[src/hw/rtl/ptsl_pkg.sv]
// Package for the pan/tilt slew limiter: types, codes and widths.
`timescale 1ns / 1ps
package ptsl_pkg;

    localparam int ANGLE_BITS_DEF = 8;
    localparam int CFG_W          = 8;
    localparam int CFG_IDX_W      = 3;
    localparam int VALUE_W        = 9;
    localparam int FUNC_W         = 2;
    localparam int S_TDATA_W      = 24;

    localparam logic [CFG_W-1:0] STEP_RST = 8'd1;
    localparam logic [CFG_W-1:0] MIN_RST  = 8'd0;
    localparam logic [CFG_W-1:0] MAX_RST  = 8'd180;
    localparam logic [CFG_W-1:0] HOME_RST = 8'd90;

    typedef enum logic [FUNC_W-1:0] {
        FUNC_TICK = 2'd0,
        FUNC_SET  = 2'd1,
        FUNC_REL  = 2'd2,
        FUNC_HOME = 2'd3
    } func_t;

    typedef enum logic [CFG_IDX_W-1:0] {
        REG_STEP      = 3'd0,
        REG_MIN       = 3'd1,
        REG_MAX       = 3'd2,
        REG_HOME_PAN  = 3'd3,
        REG_HOME_TILT = 3'd4
    } reg_idx_t;

    // Limits shared by both axes
    typedef struct packed {
        logic [CFG_W-1:0] step_size;
        logic [CFG_W-1:0] min_angle;
        logic [CFG_W-1:0] max_angle;
    } limits_t;

endpackage

[src/hw/rtl/ptsl_axis.sv]
// Next position and goal of one axis for one command or tick.
`timescale 1ns / 1ps
module ptsl_axis #(
    parameter int ANGLE_BITS = ptsl_pkg::ANGLE_BITS_DEF
) (
    input  ptsl_pkg::func_t                  func,
    input  logic signed [ptsl_pkg::VALUE_W-1:0] value,
    input  logic                             enable,
    input  logic                             smooth,
    input  ptsl_pkg::limits_t                lim,
    input  logic [ptsl_pkg::CFG_W-1:0]       home,
    input  logic [ANGLE_BITS-1:0]            pos,
    input  logic [ANGLE_BITS-1:0]            goal,
    output logic [ANGLE_BITS-1:0]            pos_next,
    output logic [ANGLE_BITS-1:0]            goal_next
);
    import ptsl_pkg::*;

    localparam int SUM_W = ANGLE_BITS + 2;

    logic signed [SUM_W-1:0]  abs_val;
    logic signed [SUM_W-1:0]  rel_val;
    logic signed [SUM_W-1:0]  home_val;
    logic signed [SUM_W-1:0]  min_val;
    logic signed [SUM_W-1:0]  max_val;
    logic [ANGLE_BITS:0]      up_sum;
    logic [ANGLE_BITS-1:0]    down_gap;
    logic [ANGLE_BITS-1:0]    step_ext;
    logic [ANGLE_BITS-1:0]    slewed;
    logic [ANGLE_BITS-1:0]    abs_clamped;

    // below min wins over above max
    function automatic logic [ANGLE_BITS-1:0] clamp_f(
        input logic signed [SUM_W-1:0] a,
        input logic signed [SUM_W-1:0] lo,
        input logic signed [SUM_W-1:0] hi
    );
        logic [ANGLE_BITS-1:0] r;
        if (a < lo) begin
            r = lo[ANGLE_BITS-1:0];
        end else if (a > hi) begin
            r = hi[ANGLE_BITS-1:0];
        end else begin
            r = a[ANGLE_BITS-1:0];
        end
        return r;
    endfunction

    assign abs_val  = {{(SUM_W-VALUE_W){value[VALUE_W-1]}}, value};
    assign rel_val  = $signed({2'b00, goal}) + abs_val;
    assign home_val = $signed({{(SUM_W-CFG_W){1'b0}}, home});
    assign min_val  = $signed({{(SUM_W-CFG_W){1'b0}}, lim.min_angle});
    assign max_val  = $signed({{(SUM_W-CFG_W){1'b0}}, lim.max_angle});

    assign step_ext    = ANGLE_BITS'(lim.step_size);
    assign up_sum      = {1'b0, pos} + {1'b0, step_ext};
    assign down_gap    = pos - goal;
    assign abs_clamped = clamp_f(abs_val, min_val, max_val);

    always_comb begin
        if (pos < goal) begin
            slewed = (up_sum > {1'b0, goal}) ? goal : up_sum[ANGLE_BITS-1:0];
        end else if (pos > goal) begin
            slewed = (down_gap < step_ext) ? goal : pos - step_ext;
        end else begin
            slewed = pos;
        end
    end

    always_comb begin
        pos_next  = pos;
        goal_next = goal;
        case (func)
            FUNC_TICK: begin
                pos_next = slewed;
            end
            FUNC_SET: begin
                if (enable) begin
                    goal_next = abs_clamped;
                    if (!smooth) begin
                        pos_next = abs_clamped;
                    end
                end
            end
            FUNC_REL: begin
                goal_next = clamp_f(rel_val, min_val, max_val);
            end
            FUNC_HOME: begin
                goal_next = clamp_f(home_val, min_val, max_val);
            end
            default: begin
                pos_next  = pos;
                goal_next = goal;
            end
        endcase
    end

endmodule

[src/hw/rtl/pan_tilt_slew_limiter_unit.sv]
// Top level of the two-axis pan/tilt servo slew limiter.
//
//  channel  | direction | handshake                 | payload
//  s_       | in        | s_tvalid / s_tready       | s_tuser func, s_tdata values and flags
//  m_       | out       | m_tvalid / m_tready       | m_tdata angles and moving flag
//  cfg_     | in        | cfg_valid / cfg_ready     | cfg_index, cfg_data
//
// One item per cycle sustained while m_tready is high; results pass through the
// input register, then the result register.
// Synchronous active-low reset: positions and goals return to 90, registers
// to their defaults, both stages empty. cfg_ready is always high.
// A stalled m_ side holds the result; s_ keeps taking transfers until both
// stages are full.
`timescale 1ns / 1ps
module pan_tilt_slew_limiter_unit #(
    parameter int ANGLE_BITS = ptsl_pkg::ANGLE_BITS_DEF
) (
    input  logic                                aclk,
    input  logic                                aresetn,
    input  logic                                s_tvalid,
    output logic                                s_tready,
    // [8:0] pan_value, [17:9] tilt_value, [18] pan_enable, [19] tilt_enable,
    // [20] smooth, [23:21] zero
    input  logic [ptsl_pkg::S_TDATA_W-1:0]      s_tdata,
    // [1:0] func
    input  logic [ptsl_pkg::FUNC_W-1:0]         s_tuser,
    output logic                                m_tvalid,
    input  logic                                m_tready,
    // pan_angle, tilt_angle, moving from bit 0 up, zero fill to whole bytes
    output logic [((2*ANGLE_BITS+8)/8)*8-1:0]   m_tdata,
    input  logic                                cfg_valid,
    output logic                                cfg_ready,
    input  logic [ptsl_pkg::CFG_IDX_W-1:0]      cfg_index,
    input  logic [ptsl_pkg::CFG_W-1:0]          cfg_data
);
    import ptsl_pkg::*;

    localparam int M_TDATA_W = ((2*ANGLE_BITS+8)/8)*8;

    limits_t                 lim_reg;
    logic [CFG_W-1:0]        home_pan_reg;
    logic [CFG_W-1:0]        home_tilt_reg;

    logic                    in_valid_reg;
    func_t                   func_reg;
    logic [S_TDATA_W-1:0]    in_data_reg;

    logic [ANGLE_BITS-1:0]   pan_pos_reg, tilt_pos_reg, pan_goal_reg, tilt_goal_reg;
    logic [ANGLE_BITS-1:0]   pan_pos_next, tilt_pos_next, pan_goal_next, tilt_goal_next;

    logic                    m_valid_reg;
    logic [M_TDATA_W-1:0]    m_data_reg;
    logic [M_TDATA_W-1:0]    m_data_next;
    logic                    moving;

    logic                    out_free;
    logic                    advance;

    assign out_free  = !m_valid_reg || m_tready;
    assign advance   = in_valid_reg && out_free;
    assign s_tready  = !in_valid_reg || out_free;
    assign cfg_ready = 1'b1;
    assign m_tvalid  = m_valid_reg;
    assign m_tdata   = m_data_reg;

    always_ff @(posedge aclk) begin
        if (!aresetn) begin
            lim_reg.step_size <= STEP_RST;
            lim_reg.min_angle <= MIN_RST;
            lim_reg.max_angle <= MAX_RST;
            home_pan_reg      <= HOME_RST;
            home_tilt_reg     <= HOME_RST;
        end else if (cfg_valid && cfg_ready) begin
            case (reg_idx_t'(cfg_index))
                REG_STEP:      lim_reg.step_size <= cfg_data;
                REG_MIN:       lim_reg.min_angle <= cfg_data;
                REG_MAX:       lim_reg.max_angle <= cfg_data;
                REG_HOME_PAN:  home_pan_reg      <= cfg_data;
                REG_HOME_TILT: home_tilt_reg     <= cfg_data;
                default: ;
            endcase
        end
    end

    // input stage
    always_ff @(posedge aclk) begin
        if (!aresetn) begin
            in_valid_reg <= 1'b0;
        end else if (s_tready) begin
            in_valid_reg <= s_tvalid;
        end
    end

    always_ff @(posedge aclk) begin
        if (s_tvalid && s_tready) begin
            func_reg    <= func_t'(s_tuser);
            in_data_reg <= s_tdata;
        end
    end

    ptsl_axis #(.ANGLE_BITS(ANGLE_BITS)) u_pan (
        .func      (func_reg),
        .value     ($signed(in_data_reg[8:0])),
        .enable    (in_data_reg[18]),
        .smooth    (in_data_reg[20]),
        .lim       (lim_reg),
        .home      (home_pan_reg),
        .pos       (pan_pos_reg),
        .goal      (pan_goal_reg),
        .pos_next  (pan_pos_next),
        .goal_next (pan_goal_next)
    );

    ptsl_axis #(.ANGLE_BITS(ANGLE_BITS)) u_tilt (
        .func      (func_reg),
        .value     ($signed(in_data_reg[17:9])),
        .enable    (in_data_reg[19]),
        .smooth    (in_data_reg[20]),
        .lim       (lim_reg),
        .home      (home_tilt_reg),
        .pos       (tilt_pos_reg),
        .goal      (tilt_goal_reg),
        .pos_next  (tilt_pos_next),
        .goal_next (tilt_goal_next)
    );

    assign moving      = (pan_pos_next != pan_goal_next) || (tilt_pos_next != tilt_goal_next);
    assign m_data_next = M_TDATA_W'({moving, tilt_pos_next, pan_pos_next});

    always_ff @(posedge aclk) begin
        if (!aresetn) begin
            pan_pos_reg   <= ANGLE_BITS'(HOME_RST);
            pan_goal_reg  <= ANGLE_BITS'(HOME_RST);
            tilt_pos_reg  <= ANGLE_BITS'(HOME_RST);
            tilt_goal_reg <= ANGLE_BITS'(HOME_RST);
            m_valid_reg   <= 1'b0;
        end else begin
            if (advance) begin
                pan_pos_reg   <= pan_pos_next;
                pan_goal_reg  <= pan_goal_next;
                tilt_pos_reg  <= tilt_pos_next;
                tilt_goal_reg <= tilt_goal_next;
            end
            if (out_free) begin
                m_valid_reg <= in_valid_reg;
            end
        end
    end

    always_ff @(posedge aclk) begin
        if (advance) begin
            m_data_reg <= m_data_next;
        end
    end

endmodule

[config.mk]
export PLATFORM = sky130hd
export DESIGN_NAME = pan_tilt_slew_limiter_unit
export DESIGN_NICKNAME = d
export VERILOG_FILES = /design/src/hw/rtl/ptsl_pkg.sv /design/src/hw/rtl/ptsl_axis.sv /design/src/hw/rtl/pan_tilt_slew_limiter_unit.sv
export SDC_FILE = /design/constraint.sdc
export NUM_CORES = 1
export LEC_CHECK = 0
export ABC_AREA = 0
export BUFFER_PORTS_ARGS = -buffer_cell sky130_fd_sc_hd__buf_2
export CAP_MARGIN = 15
export CORE_MARGIN = 3
export CORE_UTILIZATION = 48
export DETAILED_ROUTE_END_ITERATION = 10
export MAX_ROUTING_LAYER = met4
export PLACE_DENSITY_LB_ADDON = 0.3
export SETUP_SLACK_MARGIN = 0.05
export SYNTH_ARGS = -nofsm -noshare
export SYNTH_HDL_FRONTEND = slang
export SYNTH_HIERARCHICAL = 1
export SYNTH_SLANG_ARGS = --single-unit
[constraint.sdc]
create_clock -name aclk -period 5.5 [get_ports aclk]
set_input_delay 0.275 -clock aclk [delete_from_list [all_inputs] [get_ports aclk]]
set_output_delay 0.275 -clock aclk [all_outputs]
set_load 0.01 [all_outputs]
==> impl_results.md <==
- Overall Global Routing Usage: 28.97%
- RSZ-0062 raised after global routing: false
- Routed length per instance: approximately 21 um
- DIE AREA: 0.02708 mm^2
- I/O pins: 69
- Worst-skew pair later-pin latency: around 420 ps
- Top post-synthesis cells by count: 182 x ha_1, 106 x inv_1, 103 x nand2_1, 99 x a21oi_1, 98 x o21ai_0
- Setup WS pre-CTS: 516.3 ps
- Post-synth EDFFs: 40
- Final Max Slew Viols: 0
- Hold_ws: roughly 24 ps
- # hold bufs at CTS: 0
- Cell taking the most area after synthesis: ha_1
- Port-buffer cells: 57
- Grt ovf: 0
- Num Clock Sinks: 114
- Hold Crit Class: in2reg
- Async SR Flop Fraction: 0%
- Width of the chip: roughly 160 um
- Initial Util: about half
- Antenna violations before repair: 0
- Worst setup EP type: flop
- Setup Skew: ~12 ps
- Final WL: 38.81 mm
- H-tree Lvls: 4
- Post-Syn Area: roughly 0.012 mm^2
- Ant. Diodes: 0
- Root buf cell: clkbuf_16
- F_max: 194.6 MHz
- Clk slew on worst S/H paths: roughly 60 ps
- Routability cong.: between 0.9 and 1
- Outcome: complete, no violations
- WS Path Type: reg2reg
- Vias in the first global route: between 10000 and 15000
- Fin nets: around 1700
- Most numerous cell in the Yosys netlist: ha_1
- Synth top area share: 18.87%
- Peak VDD IR: 0.0002037 V
- Static Leak: 5.620 nW
- Row cnt: 57
- Iter 0 DRT Violations: 1216
- Final worst-path cycle share: between 90 and 100%
- Total CTS buffers: 17
- # DRC: 0
- Vias after detailed routing: 11686
- Arr. time, crit path: 5270 ps
- Post-route cell area: roughly 0.013 mm^2
- WP data required: between 5000 and 6000 ps
- Final setup margin: roughly 360 ps
- Core Region: about 0.025 mm^2
- CTS tree: yes
- Setup violators final: 0
- Register area share after synthesis: 22.22%
- Post-DP Area: 0.01277 mm^2
- CP max FO: 8
- Share of layout cells above drive strength 1: 9.974%
- Syn Area/Cell: between 8 and 9 um^2
- Largest register FFs: 24
- Synth warn: 6
- P&R area growth vs syn: 10.55%
- Max-cap violations: 0
- Cts repair resizes: 0
- Setup Fix Bufs, Post-CTS: 0
- Drt pass-1 iters: 5
- Largest net degree at the start of global routing: 75
- Filler instances: 2332
- Fin crit period: just over 5000 ps
- Setup TNS: 0 ps
- Ys flop type: dfxtp_1
- Syn Inst Count: ~1500
- Max clock buf depth: 2
- Synthesized flop and latch total: 114
- DRT antenna net count: 0
- Dpl hpwl: ~29 mm
- Final hold violation count: 0
- Type of origin of the critical path: flop
- First-pass GRT wire length: between 50 and 60 mm
- Worst slew margin: between 20% and 30%
- Top cells by area, synth: ha_1 19%, dfxtp_1 12%, edfxtp_1 10%
- Worst slew pin tran: roughly 1200 ps
- Library cells used by synthesis: 90
- Vias per cell: 6.324
- Pwr Density: 262.7 mW/mm^2
- Die H: around 160 um
==> worst paths after layout <==
check / start / end / slack (ps) / cells after the start
max: pan_pos_reg[1] / m_tdata[16] / 360 / 17
min reg2reg: lim_reg[17] / lim_reg[17] / 530 / 2
max reg2reg: pan_pos_reg[1] / m_tdata[16] / 360 / 17
min: s_tdata[4] / in_data_reg[4] / 20 / 1
==> power breakdown <==
group	leakage (nW)	internal (mW)	switching (mW)
registers	0.986	0.923	0.0615
logic	4.36	0.579	0.858
clock network	0.277	0.633	0.450
total	5.62	2.13	1.37
==> cell type report <==
| class | count | area (um^2) | area share [%] |
|---|---|---|---|
| sequential | 114 | 2683 | 20.10 |
| inverter | 106 | 397.9 | 2.982 |
| clock buffer | 17 | 425.4 | 3.188 |
| clock inverter | 15 | 148.9 | 1.116 |
| tap | 324 | 405.4 | 3.038 |
| timing repair buffer | 91 | 540.5 | 4.051 |
| multi-input combinational | 1181 | 8743 | 65.52 |
==> kinds of logic after synthesis <==
family                   count (synthesis)  synth area share, %
other                                    2              0.06222
AO/OA/AOI/OAI                          445                24.85
AND/OR/NAND/NOR                        414                17.33
XOR/XNOR                                59                4.281
multiplexers                            65                5.432
flip-flops                             114                22.22
adder cells (fa/ha/maj)                190                20.19
buffers and inverters                  164                5.629
==> critical path, cell delays in order (launching register included) <==
cell      delay, ps
dfxtp_1         540
inv_1           110
fa_1            450
o21bai_1        170
a21oi_1         130
o31ai_1         380
xnor2_1         180
ha_1            310
nand2_1          60
nor3_1          260
nor4_1          100
a221oi_1        320
nand2_1         370
mux2i_1         210
o21ai_0         670
xor2_1          150
nor4_1          290
nand4_1         150
==> layer usage <==
layer  global-route usage, %  wire length [um]
met5                       -                 0
met2                   44.74             17270
met4                   8.464               983
met3                   4.214              3170
met1                   39.54             17390
==> layout by cell type (no fill, tap or decap), types with 57 or more instances in the layout <==
master,n
o21ai_0,98
inv_1,106
mux2i_1,64
ha_1,182
nand3_1,73
dfxtp_1,74
nor2_1,85
buf_2,57
nand2_1,103
a21oi_1,99
==> per-stage QoR <==
| stage | util, % | std cells | power (mW) |
|---|---|---|---|
| after floorplan | - | 1459 | 2.026 |
| after global placement | 52.05 | 1816 | 2.359 |
| after detailed placement | 52.05 | 1816 | 2.388 |
| after CTS | 54.39 | 1848 | 3.474 |
| after global routing | 54.39 | 1848 | 3.689 |
| final | 54.39 | 1848 | 3.505 |
Power figures use the tool's default switching activity.
